[src/rtl/ecbf_pkg.sv]
// ----------------------------------------------------------------------------
// Extremum chunk boundary finder package
// Register indexes, reset values, cut kinds and the fixed field widths shared by the
// channel interfaces and the chunker.
// ----------------------------------------------------------------------------
package ecbf_pkg;

  localparam int DATA_BYTE_W = 8;
  localparam int WINDOW_W    = 16;
  localparam int ROLL_CODE_W = 2;
  localparam int ROLL_W_BITS = 4;
  localparam int CFG_IDX_W   = 2;
  localparam int CFG_DATA_W  = 16;

  typedef enum logic [CFG_IDX_W-1:0] {
    CFG_WINDOW_LENGTH   = 2'd0,
    CFG_FIND_MINIMUM    = 2'd1,
    CFG_ROLL_WIDTH_CODE = 2'd2
  } cfg_idx_e;

  typedef enum logic {
    CUT_EXTREMUM  = 1'b0,
    CUT_REMAINDER = 1'b1
  } cut_kind_e;

  localparam logic [WINDOW_W-1:0]    WINDOW_RESET = 16'd3840;
  localparam logic [ROLL_CODE_W-1:0] ROLL_CODE_RESET = 2'd0;

endpackage

[src/rtl/ecbf_in_if.sv]
// ----------------------------------------------------------------------------
// Byte input channel
// One data byte per beat, with a flag on the last byte of a buffer.
// ----------------------------------------------------------------------------
interface ecbf_in_if;
  logic                             valid;
  logic                             ready;
  logic [ecbf_pkg::DATA_BYTE_W-1:0] data_byte;
  logic                             end_of_buffer;

  modport source (output valid, output data_byte, output end_of_buffer, input ready);
  modport sink   (input valid, input data_byte, input end_of_buffer, output ready);
endinterface

[src/rtl/ecbf_out_if.sv]
// ----------------------------------------------------------------------------
// Chunk result channel
// One closed chunk per beat: its length, how it was closed and a flag on the
// last beat caused by one input byte.
// ----------------------------------------------------------------------------
interface ecbf_out_if #(
  parameter int LENGTH_BITS = 24
);
  logic                   valid;
  logic                   ready;
  logic [LENGTH_BITS-1:0] chunk_length;
  logic                   cut_kind;
  logic                   run_end;

  modport source (output valid, output chunk_length, output cut_kind, output run_end,
                  input ready);
  modport sink   (input valid, input chunk_length, input cut_kind, input run_end,
                  output ready);
endinterface

[src/rtl/ecbf_cfg_if.sv]
// ----------------------------------------------------------------------------
// Configuration write channel
// One register write per beat: register index and write data.
// ----------------------------------------------------------------------------
interface ecbf_cfg_if;
  logic                            valid;
  logic                            ready;
  logic [ecbf_pkg::CFG_IDX_W-1:0]  index;
  logic [ecbf_pkg::CFG_DATA_W-1:0] wdata;

  modport source (output valid, output index, output wdata, input ready);
  modport sink   (input valid, input index, input wdata, output ready);
endinterface

[src/rtl/extremum_chunk_boundary_finder.sv]
// ----------------------------------------------------------------------------
// Extremum chunk boundary finder
// Content-defined chunker using the asymmetric extremum rule over a stream of
// bytes, with a small result queue toward the output.
// ----------------------------------------------------------------------------
//
//   channel  dir  beat payload                              accepted when
//   -------  ---  ----------------------------------------  -----------------
//   in_i     in   data_byte, end_of_buffer                  valid && ready
//   out_o    out  chunk_length, cut_kind, run_end           valid && ready
//   cfg_i    in   index, wdata                              valid && ready
//
// One input byte is taken per cycle while the queue has room. The chunk
// state is updated in the cycle the byte is accepted, so the chunker itself
// never stalls; a byte's results are offered on out_o from the next cycle on.
// Results go into a four-entry queue; a byte is accepted while at most two
// entries are held, which leaves room for the two results a single byte can
// cause. Only back-pressure on out_o holds the input back. A cut landing on
// the last byte of a buffer (two output beats for one byte) is absorbed by the
// queue, since the byte after it opens a fresh chunk and adds at most one beat.
// rst_ni clears the chunk state, the queue and loads the register defaults.
// ----------------------------------------------------------------------------
module extremum_chunk_boundary_finder #(
  parameter int LENGTH_BITS    = 24,
  parameter int MAX_ROLL_BYTES = 8
) (
  input  logic              clk_i,
  input  logic              rst_ni,
  ecbf_in_if.sink           in_i,
  ecbf_out_if.source        out_o,
  ecbf_cfg_if.sink          cfg_i
);

  // Width of the position value word and of the line of earlier bytes. The
  // line holds the bytes that precede the current one within a word.
  localparam int WordW     = 8 * MAX_ROLL_BYTES;
  localparam int LaDepth   = (MAX_ROLL_BYTES > 1) ? MAX_ROLL_BYTES - 1 : 1;
  localparam int LaIdxW    = (LaDepth > 1) ? $clog2(LaDepth) : 1;
  localparam int LenExtW   = LENGTH_BITS + 1;
  localparam int FifoDepth = 4;
  localparam int FifoPtrW  = 2;
  localparam int FifoCntW  = 3;

  localparam logic [ecbf_pkg::ROLL_W_BITS-1:0] MaxRoll =
    ecbf_pkg::ROLL_W_BITS'(MAX_ROLL_BYTES);
  localparam logic [FifoCntW-1:0] FifoRoomLimit = FifoCntW'(FifoDepth - 2);

  typedef struct packed {
    logic [LENGTH_BITS-1:0] len;
    logic                   kind;
    logic                   last;
  } res_t;

  // Configuration registers.
  logic [ecbf_pkg::WINDOW_W-1:0]    window_q;
  logic                             find_min_q;
  logic [ecbf_pkg::ROLL_CODE_W-1:0] roll_code_q;

  // Chunk state.
  logic [LENGTH_BITS-1:0] pos_cnt_q, pos_cnt_d;
  logic [WordW-1:0]       ext_val_q, ext_val_d;
  logic [LENGTH_BITS-1:0] ext_pos_q, ext_pos_d;
  logic [7:0]             la_q [LaDepth];
  logic [7:0]             la_d [LaDepth];

  // Result queue.
  res_t                fifo_q [FifoDepth];
  logic [FifoPtrW-1:0] wr_ptr_q, rd_ptr_q;
  logic [FifoCntW-1:0] cnt_q;

  // Datapath signals.
  logic                              in_fire, out_fire;
  logic [ecbf_pkg::ROLL_W_BITS-1:0]  roll_w;
  logic [WordW-1:0]                  word;
  logic                              live;
  logic [LENGTH_BITS-1:0]            pos_inc, wide_w, pos_p, rem_len;
  logic                              evaluate, beyond, win_hit, cut;
  res_t                              item0, item1;
  logic [1:0]                        push_n;

  assign in_fire  = in_i.valid && in_i.ready;
  assign out_fire = out_o.valid && out_o.ready;

  assign in_i.ready  = (cnt_q <= FifoRoomLimit);
  assign cfg_i.ready = 1'b1;

  // Configuration writes. Writes to an unused index are dropped.
  always_ff @(posedge clk_i or negedge rst_ni) begin
    if (!rst_ni) begin
      window_q    <= ecbf_pkg::WINDOW_RESET;
      find_min_q  <= 1'b0;
      roll_code_q <= ecbf_pkg::ROLL_CODE_RESET;
    end else if (cfg_i.valid && cfg_i.ready) begin
      case (ecbf_pkg::cfg_idx_e'(cfg_i.index))
        ecbf_pkg::CFG_WINDOW_LENGTH:   window_q    <= cfg_i.wdata[ecbf_pkg::WINDOW_W-1:0];
        ecbf_pkg::CFG_FIND_MINIMUM:    find_min_q  <= cfg_i.wdata[0];
        ecbf_pkg::CFG_ROLL_WIDTH_CODE: roll_code_q <= cfg_i.wdata[ecbf_pkg::ROLL_CODE_W-1:0];
        default: ;
      endcase
    end
  end

  // Word width in bytes, clipped to the longest word the line can build.
  always_comb begin
    roll_w = ecbf_pkg::ROLL_W_BITS'(1) << roll_code_q;
    if (roll_w > MaxRoll) begin
      roll_w = MaxRoll;
    end
  end

  // The word of the position that completes with this byte. The new byte is
  // the most significant one; earlier bytes follow in order of age.
  always_comb begin
    word = '0;
    for (int j = 0; j < MAX_ROLL_BYTES; j++) begin
      if (j == int'(roll_w) - 1) begin
        word[8*j +: 8] = in_i.data_byte;
      end else if (j < int'(roll_w) - 1) begin
        word[8*j +: 8] = la_q[LaIdxW'(int'(roll_w) - 2 - j)];
      end
    end
  end

  // Position evaluation. The counter saturates at its all-ones value, and a
  // saturated chunk evaluates nothing more.
  assign live     = (pos_cnt_q != '1);
  assign pos_inc  = pos_cnt_q + 1'b1;
  assign wide_w   = LENGTH_BITS'(roll_w);
  assign evaluate = live && (pos_inc >= wide_w);
  assign pos_p    = pos_inc - wide_w;
  assign beyond   = find_min_q ? (word < ext_val_q) : (word > ext_val_q);
  assign win_hit  = ({1'b0, pos_p}) == ({1'b0, ext_pos_q} + LenExtW'(window_q));

  always_comb begin
    pos_cnt_d = pos_cnt_q;
    ext_val_d = ext_val_q;
    ext_pos_d = ext_pos_q;
    la_d      = la_q;
    cut       = 1'b0;
    rem_len   = '0;

    if (in_fire) begin
      if (live) begin
        pos_cnt_d = pos_inc;
      end
      if (evaluate) begin
        if (pos_p == '0) begin
          // First position of a chunk seeds the extremum.
          ext_val_d = word;
          ext_pos_d = '0;
        end else if (beyond) begin
          ext_val_d = word;
          ext_pos_d = pos_p;
        end else if (win_hit) begin
          // Cut before this position; it becomes position zero of the next
          // chunk, which already holds a full word of bytes.
          cut       = 1'b1;
          pos_cnt_d = wide_w;
          ext_val_d = word;
          ext_pos_d = '0;
        end
      end

      for (int k = LaDepth - 1; k > 0; k--) begin
        la_d[k] = la_q[k-1];
      end
      la_d[0] = in_i.data_byte;

      // The last byte closes whatever is left, then the stream restarts.
      rem_len = pos_cnt_d;
      if (in_i.end_of_buffer) begin
        pos_cnt_d = '0;
        ext_val_d = '0;
        ext_pos_d = '0;
        for (int k = 0; k < LaDepth; k++) begin
          la_d[k] = '0;
        end
      end
    end
  end

  always_ff @(posedge clk_i or negedge rst_ni) begin
    if (!rst_ni) begin
      pos_cnt_q <= '0;
      ext_val_q <= '0;
      ext_pos_q <= '0;
      for (int k = 0; k < LaDepth; k++) begin
        la_q[k] <= '0;
      end
    end else begin
      pos_cnt_q <= pos_cnt_d;
      ext_val_q <= ext_val_d;
      ext_pos_q <= ext_pos_d;
      la_q      <= la_d;
    end
  end

  // Results of this byte: an extremum cut first, the remainder second, and
  // the end-of-run flag on whichever comes last.
  always_comb begin
    item1.len  = rem_len;
    item1.kind = ecbf_pkg::CUT_REMAINDER;
    item1.last = 1'b1;
    if (cut) begin
      item0.len  = pos_p;
      item0.kind = ecbf_pkg::CUT_EXTREMUM;
      item0.last = !in_i.end_of_buffer;
    end else begin
      item0 = item1;
    end
    push_n = 2'd0;
    if (in_fire) begin
      push_n = {1'b0, cut} + {1'b0, in_i.end_of_buffer};
    end
  end

  // Queue storage holds payload only.
  always_ff @(posedge clk_i) begin
    if (push_n != 2'd0) begin
      fifo_q[wr_ptr_q] <= item0;
    end
    if (push_n == 2'd2) begin
      fifo_q[wr_ptr_q + 1'b1] <= item1;
    end
  end

  always_ff @(posedge clk_i or negedge rst_ni) begin
    if (!rst_ni) begin
      wr_ptr_q <= '0;
      rd_ptr_q <= '0;
      cnt_q    <= '0;
    end else begin
      wr_ptr_q <= wr_ptr_q + FifoPtrW'(push_n);
      if (out_fire) begin
        rd_ptr_q <= rd_ptr_q + 1'b1;
      end
      cnt_q <= cnt_q + FifoCntW'(push_n) - FifoCntW'(out_fire);
    end
  end

  assign out_o.valid        = (cnt_q != '0);
  assign out_o.chunk_length = fifo_q[rd_ptr_q].len;
  assign out_o.cut_kind     = fifo_q[rd_ptr_q].kind;
  assign out_o.run_end      = fifo_q[rd_ptr_q].last;

endmodule
[src/flat_wrapper.sv]
// flat-port wrapper written by rule: the top's interface ports become plain ports
module extremum_chunk_boundary_finder_flat 
#(
  parameter int LENGTH_BITS    = 24,
  parameter int MAX_ROLL_BYTES = 8
)
  (clk_i, rst_ni, in_i_valid, in_i_data_byte, in_i_end_of_buffer, in_i_ready, out_o_valid, out_o_chunk_length, out_o_cut_kind, out_o_run_end, out_o_ready, cfg_i_valid, cfg_i_index, cfg_i_wdata, cfg_i_ready);
  ecbf_in_if in_i_i ();
  ecbf_out_if #(.LENGTH_BITS(LENGTH_BITS)) out_o_i ();
  ecbf_cfg_if cfg_i_i ();
  input  logic clk_i;
  input  logic rst_ni;
  input wire logic [$bits(in_i_i.valid)-1:0] in_i_valid;
  input wire logic [$bits(in_i_i.data_byte)-1:0] in_i_data_byte;
  input wire logic [$bits(in_i_i.end_of_buffer)-1:0] in_i_end_of_buffer;
  output wire logic [$bits(in_i_i.ready)-1:0] in_i_ready;
  output wire logic [$bits(out_o_i.valid)-1:0] out_o_valid;
  output wire logic [$bits(out_o_i.chunk_length)-1:0] out_o_chunk_length;
  output wire logic [$bits(out_o_i.cut_kind)-1:0] out_o_cut_kind;
  output wire logic [$bits(out_o_i.run_end)-1:0] out_o_run_end;
  input wire logic [$bits(out_o_i.ready)-1:0] out_o_ready;
  input wire logic [$bits(cfg_i_i.valid)-1:0] cfg_i_valid;
  input wire logic [$bits(cfg_i_i.index)-1:0] cfg_i_index;
  input wire logic [$bits(cfg_i_i.wdata)-1:0] cfg_i_wdata;
  output wire logic [$bits(cfg_i_i.ready)-1:0] cfg_i_ready;
  assign in_i_i.valid = in_i_valid;
  assign in_i_i.data_byte = in_i_data_byte;
  assign in_i_i.end_of_buffer = in_i_end_of_buffer;
  assign in_i_ready = in_i_i.ready;
  assign out_o_valid = out_o_i.valid;
  assign out_o_chunk_length = out_o_i.chunk_length;
  assign out_o_cut_kind = out_o_i.cut_kind;
  assign out_o_run_end = out_o_i.run_end;
  assign out_o_i.ready = out_o_ready;
  assign cfg_i_i.valid = cfg_i_valid;
  assign cfg_i_i.index = cfg_i_index;
  assign cfg_i_i.wdata = cfg_i_wdata;
  assign cfg_i_ready = cfg_i_i.ready;
  extremum_chunk_boundary_finder #(.LENGTH_BITS(LENGTH_BITS), .MAX_ROLL_BYTES(MAX_ROLL_BYTES)) u_core (.clk_i(clk_i), .rst_ni(rst_ni), .in_i(in_i_i), .out_o(out_o_i), .cfg_i(cfg_i_i));
endmodule
[config.mk]
export PLATFORM = sky130hd
export DESIGN_NAME = extremum_chunk_boundary_finder_flat
export DESIGN_NICKNAME = d
export VERILOG_FILES = /design/src/rtl/ecbf_pkg.sv /design/src/rtl/ecbf_in_if.sv /design/src/rtl/ecbf_out_if.sv /design/src/rtl/ecbf_cfg_if.sv /design/src/rtl/extremum_chunk_boundary_finder.sv /design/src/flat_wrapper.sv
export SDC_FILE = /design/constraint.sdc
export NUM_CORES = 1
export LEC_CHECK = 0
export BUFFER_PORTS_ARGS = -buffer_cell sky130_fd_sc_hd__buf_4
export CAP_MARGIN = 20
export CELL_PAD_IN_SITES_DETAIL_PLACEMENT = 2
export CELL_PAD_IN_SITES_GLOBAL_PLACEMENT = 2
export CORE_UTILIZATION = 44
export DETAILED_ROUTE_END_ITERATION = 16
export GPL_ROUTABILITY_DRIVEN = 0
export GPL_TIMING_DRIVEN = 0
export PLACE_DENSITY_LB_ADDON = 0.1
export SKIP_LAST_GASP = 1
export SLEW_MARGIN = 20
export SYNTH_ARGS = -nofsm -noshare
export SYNTH_HDL_FRONTEND = slang
export SYNTH_SLANG_ARGS = --single-unit
[constraint.sdc]
create_clock -name clk_i -period 13.3 [get_ports clk_i]
set_input_delay 1.995 -clock clk_i [delete_from_list [all_inputs] [get_ports clk_i]]
set_output_delay 1.995 -clock clk_i [all_outputs]
set_load 0.01 [all_outputs]
== Yosys cells after proc, flatten, opt, wreduce, memory -nomap -nowiden ==
Memory sizes are Yosys's and may differ from the RTL's.
Index checks and enable logic that the tools add are counted.

* Flip-flop bits (word level): 194
* Bits in writable memories: 104
* Input port bits: 32
* Output and inout bits: 29
* Memories: 1

* $add $sub $neg: 18
* $lt $le $gt $ge: 21
* Eq/ne operators: 12
* Shifts and indexed selects: 1
* Muxes and demuxes: 71
* Bitwise gates (word level): 8
* Reduce and logical (&&, ||, !) cells: 15

{| class="wikitable"
|+ Memory list
! memory !! words !! width !! read ports !! clocked after memory_dff !! wr ports !! RTL line !! RTL
|-
| u_core.fifo_q || 4 || 26 || 1 || 0 || 2 || extremum_chunk_boundary_finder.sv:67 || <nowiki>res_t fifo_q [FifoDepth];</nowiki>
|}

{| class="wikitable"
|+ Operators with widths
! kind !! count
|-
| two-way mux 64 bit || 5
|-
| two-way mux 24 bit || 12
|-
| two-way mux 8 bit || 32
|-
| binary-select mux 8 bit (select 3 bit) || 8
|-
| equality test 4 x 32 -> 1 bit, first input constant || 4
|-
| less-than comparator 4 x 32 -> 1 bit, first input constant || 4
|-
| equality test 3 x 32 -> 1 bit, first input constant || 2
|-
| > comparator 64 bit || 1
|-
| less-than comparator 3 x 32 -> 1 bit, first input constant || 2
|-
| less-than comparator 64 bit || 1
|-
| two-way mux 56 bit || 1
|-
| equality test 2 x 32 -> 1 bit, first input constant || 1
|-
| >= comparator 3 x 4 -> 1 bit, second input constant || 8
|-
| logical NOT 32 bit || 1
|-
| less-than comparator 1 x 32 -> 1 bit, first input constant || 1
|-
| less-than comparator 2 x 32 -> 1 bit, first input constant || 1
|-
| two-way mux 26 bit || 1
|-
| adder 24 x 16 -> 25 bit || 1
|-
| equality test 24 x 25 -> 1 bit || 1
|-
| adder 24 x 1 -> 24 bit, second input constant || 1
|-
| >= comparator 24 x 4 -> 1 bit || 1
|-
| logical NOT 24 bit || 1
|-
| != test 24 bit, second input constant || 1
|-
| inverter 3 bit || 8
|-
| 26 further kinds || 47
|}

== Longest topological paths before layout ==
* Depth in word-level cells: 22
* Depth in mapped cells: 33
* Depth with buffers taken out: 28

== Worst setup path after synthesis ==
No wires, ideal clock.

* Kind: reg2reg
* Start: reg u_core.roll_code_q[1] (netlist name)
* End: mem u_core.fifo_q[1][24] (netlist name), data pin
* Library setup time: 0.165 ns
* Arrival time: 7.436 ns
* Required time: 13.135 ns
* Setup slack: 5.699 ns
* Stages on the path, launching flop included: 32
* Buffers on the path: 4
* Period minus slack after synthesis: 7.601 ns
* Cell sequence: dfrtp_1 inv_1 ha_1 inv_2 buf_1 ha_1 clkbuf_1 clkbuf_1 mux4_2 nand2_1 o21ai_0 nand2_1 a21oi_1 ha_1 nand4_1 nor2_1 nand3_1 or3_1 nor4_1 o21ai_0 nand4b_1 mux2i_1 o21ai_1 nand4b_1 nor2_1 ha_1 nor4_1 nor2_1 inv_1 clkbuf_1 nand3_1 o31ai_2

{| class="wikitable"
|+ RTL lines
! what !! RTL line !! RTL
|-
| from (decl) || extremum_chunk_boundary_finder.sv:57 || <nowiki>logic [ecbf_pkg::ROLL_CODE_W-1:0] roll_code_q;</nowiki>
|-
| from (signal assigned) || extremum_chunk_boundary_finder.sv:92 || <nowiki>roll_code_q <= ecbf_pkg::ROLL_CODE_RESET;</nowiki>
|-
| from (signal assigned) || extremum_chunk_boundary_finder.sv:97 || <nowiki>ecbf_pkg::CFG_ROLL_WIDTH_CODE: roll_code_q <= cfg_i.wdata[ecbf_pkg::ROLL_CODE_W-1:0];</nowiki>
|-
| to (decl) || extremum_chunk_boundary_finder.sv:67 ||
|}

==> flow_metrics.py <==
metrics = {
    "power": {
        "clkPwrFrac_pct": 20.5,
        "p_comb_share_pct": 53.8,
        "vdd_drop_max_uv": 142,
        "p_total_mw": 5.19,
        "p_sw_mw": 2.46,
        "intPower_mw": 2.73,
        "switching_share_pct": 47.3,
        "p_seq_share_pct": 25.7,
        "leakagePower_nw": 9.26,
        "power_density_nw_per_um2": 223,
    },
    "global_route": {
        "grt.overflow.total": 0,
        "grt_pass1_vias": 21700,
        "grt_pass1_wl_um": 140000,
        "antenna_found_initial": 1,
        "track_usage_pct": 39.1,
        "grt_max_degree": 94,
    },
    "run_status": {
        "status": "finished, final reports clean",
    },
    "timing": {
        "relSlewSlack_pct": 18.9,
        "hold_viol_final": 0,
        "timing.final.ws_setup_ns": 2.09,
        "rsz0062_at_grt": "false",
        "fin_tns_setup_ns": 0,
        "setup_viol": 0,
        "max_freq_mhz": 89.2,
        "min_period_ns": 11.21,
        "slew_violations": 0,
        "finClkSkew_ns": 0.0324,
        "max_slew.worst_pin.slew_ns": 1.21,
        "fin_hold_ws_ns": 0.479,
        "min_period_over_period_pct": 84.3,
    },
    "yosys": {
        "synthCells": 2217,
        "syn_area_per_cell_um2": 9.33,
        "ys_warn_count": 0,
        "seq_area_frac_synth_pct": 38.2,
        "ys.flop_type": "dfrtp_1",
        "syn_nets": 2351,
        "syn-cell-area_um2": 20700,
        "synth_edf_count": 96,
        "synth-async-reset-ratio_pct": 65.1,
        "ys_types": 89,
        "synth-seq-cells": 298,
    },
    "cells_and_area": {
        "fill_cells": 4938,
        "register_area_um2": 7900,
        "mostFrequentLayoutCells": "335 x nand2_1, 200 x o21ai_0, 190 x dfrtp_1",
        "num_antenna_cells": 0,
        "fin_cells": 2952,
        "mostFrequentLayoutCell": "nand2_1",
        "fin_area_um2": 23300,
        "post-route-util_pct": 50.1,
        "layout-drive-gt1-share_pct": 11.7,
        "multi_input_area_um2": 11700,
        "areaGrowthSynthToFinish_pct": 12.5,
        "final_nets": 2450,
    },
    "clocking": {
        "postCtsSetupRepairBufs": 0,
        "clockRootBuffer": "clkbuf_16",
        "clk_path_buf_depth": 3,
        "cts_tree": "built",
        "numCtsBuffers": 38,
        "ctsResizeCount": 0,
        "cts_max_level": 2,
        "cts_hold_buf": 0,
        "cts.sink_count": 298,
        "cts.clk_slew.worst_paths_ns": 0.07,
        "clock_latency_ns": 0.59,
    },
    "routing": {
        "wirelength_um": 92800,
        "drtAntennaViolNets": 0,
        "drcViolationCount": 0,
        "vias": 19900,
        "avgViaCountPerCell": 6.74,
        "dr.pass1.iters": 5,
        "wl_per_cell_um": 31.4,
        "drt_iter0_drc": 1589,
    },
    "floorplanning": {
        "die_h_um": 219,
        "dieArea_um2": 47900,
        "core_area_um2": 46500,
        "rows": 79,
        "die_w_um": 219,
        "io_pins": 61,
        "initial_utilization_pct": 44.5,
    },
    "worst_setup_path": {
        "regToRegSetupSlack_ns": 2.09,
        "crit_slowest_cell": "nor3_1",
        "critPathMaxStageDelay_ns": 0.90,
        "worstSetupEndpointType": "register",
        "arrival_ns": 11.51,
        "cp_max_fo": 10,
        "path_class": "reg2reg",
        "reg2reg_depth": 32,
        "startpoint_type": "register",
        "critPathRequiredTime_ns": 13.60,
        "r2r-end": "u_core.fifo_q[3][6]",
        "r2r-start": "u_core.roll_code_q[1]",
    },
    "placed_design": {
        "hpwl_um": 66800,
        "placed_cell_area_um2": 22000,
        "dp_cells": 2883,
        "io_buffer_count": 51,
        "dp_slack_ns": 2.64,
    },
    "hold_path": {
        "hold_depth": 1,
        "hold_class": "reg2reg",
        "min_to": "u_core.fifo_q[2][0]",
        "min_from": "u_core.fifo_q[2][0]",
    },
    "run": {
        "maxCapViolCount": 0,
    },
}
-- worst max path at each step --
stage / from / depth (start not counted) / slack, ns / to
after floorplan: u_core.roll_code_q[1] / 31 / 5.70 / u_core.fifo_q[1][24]
after global placement: u_core.roll_code_q[1] / 32 / 1.82 / u_core.fifo_q[0][10]
after detailed placement: u_core.roll_code_q[1] / 32 / 2.64 / u_core.fifo_q[1][8]
after CTS: u_core.roll_code_q[1] / 32 / 2.32 / u_core.fifo_q[1][12]
after global routing: u_core.roll_code_q[1] / 32 / 1.93 / u_core.fifo_q[3][6]
final: u_core.roll_code_q[1] / 32 / 2.09 / u_core.fifo_q[3][6]
-- synthesized netlist by cell type, types with 16 or more instances --
master / n / area [um^2]
mux2_2: 28 / 315
ha_1: 99 / 1240
inv_1: 102 / 383
nor4_1: 17 / 106
xnor2_1: 51 / 447
a22o_1: 75 / 657
mux4_2: 58 / 1310
nand4_1: 31 / 194
nor2_1: 109 / 409
xor2_1: 32 / 280
edfxtp_1: 96 / 2880
and2_1: 16 / 100
clkbuf_1: 113 / 424
dfrtp_1: 190 / 4750
mux2i_1: 58 / 581
o21ai_0: 201 / 1010
nand2_1: 335 / 1260
a22oi_1: 18 / 135
a211oi_1: 25 / 188
a21oi_1: 85 / 425
o31ai_1: 69 / 518
buf_2: 26 / 130
a21o_1: 30 / 225
nand3_1: 106 / 531
nor3_1: 27 / 135
-- logic make-up after synthesis --
| kind of cell | count (synthesis) | synth area share [%] |
|---|---|---|
| AND/OR/NAND/NOR | 724 | 16.2 |
| AO/OA/AOI/OAI | 586 | 18.5 |
| flip-flops | 298 | 38.2 |
| buffers and inverters | 267 | 5.31 |
| multiplexers | 144 | 10.6 |
| adder cells (fa/ha/maj) | 102 | 6.28 |
| XOR/XNOR | 95 | 4.80 |
| other | 1 | 0.0181 |
-- area by class of cell --
class	count	area share, %
Buffer	163	3.08
Clock buffer	59	4.87
Clock inverter	10	0.446
Inverter	104	1.68
Multi-Input combinational cell	1652	50.3
Sequential cell	298	34.0
Tap cell	607	3.26
Timing Repair Buffer	59	2.41
-- power by group through the flow --
stage,clock network (mW),logic [mW],registers [mW]
floorplan,0,1.73,1.25
global placement,0,2.51,1.31
detailed placement,0,2.66,1.34
CTS,1.07,2.73,1.33
global route,1.09,2.95,1.35
finish,1.06,2.79,1.33
-- routing by layer --
metal | vias up | global-route usage, % | wire, um
met2 | 938 | 68.1 | 46200
met5 | - | 0 | 0
met4 | 0 | 25.1 | 6620
li1 | 8316 | - | -
met1 | 10300 | 45.2 | 34800
met3 | 358 | 5.36 | 5150
-- registers in the layout, indices dropped and copies added (netlist names) --
name                cells
u_core.fifo_q         104
u_core.ext_val_q       64
u_core.la_q            56
u_core.ext_pos_q       24
u_core.pos_cnt_q       24
u_core.window_q        16
u_core.cnt_q            3
u_core.rd_ptr_q         2
u_core.roll_code_q      2
u_core.wr_ptr_q         2
u_core.find_min_q       1
-- worst max-delay path: cells and delay by family, from the launching register on --
kind            cells  cell delay [ns]
simple gates       13             3.89
buf+inv             8             3.10
compound gates      6             1.72
fa+ha+maj           4             1.12
mux                 1             0.54
flops               1             0.50
No activity file was read; power rests on OpenSTA's default activity.
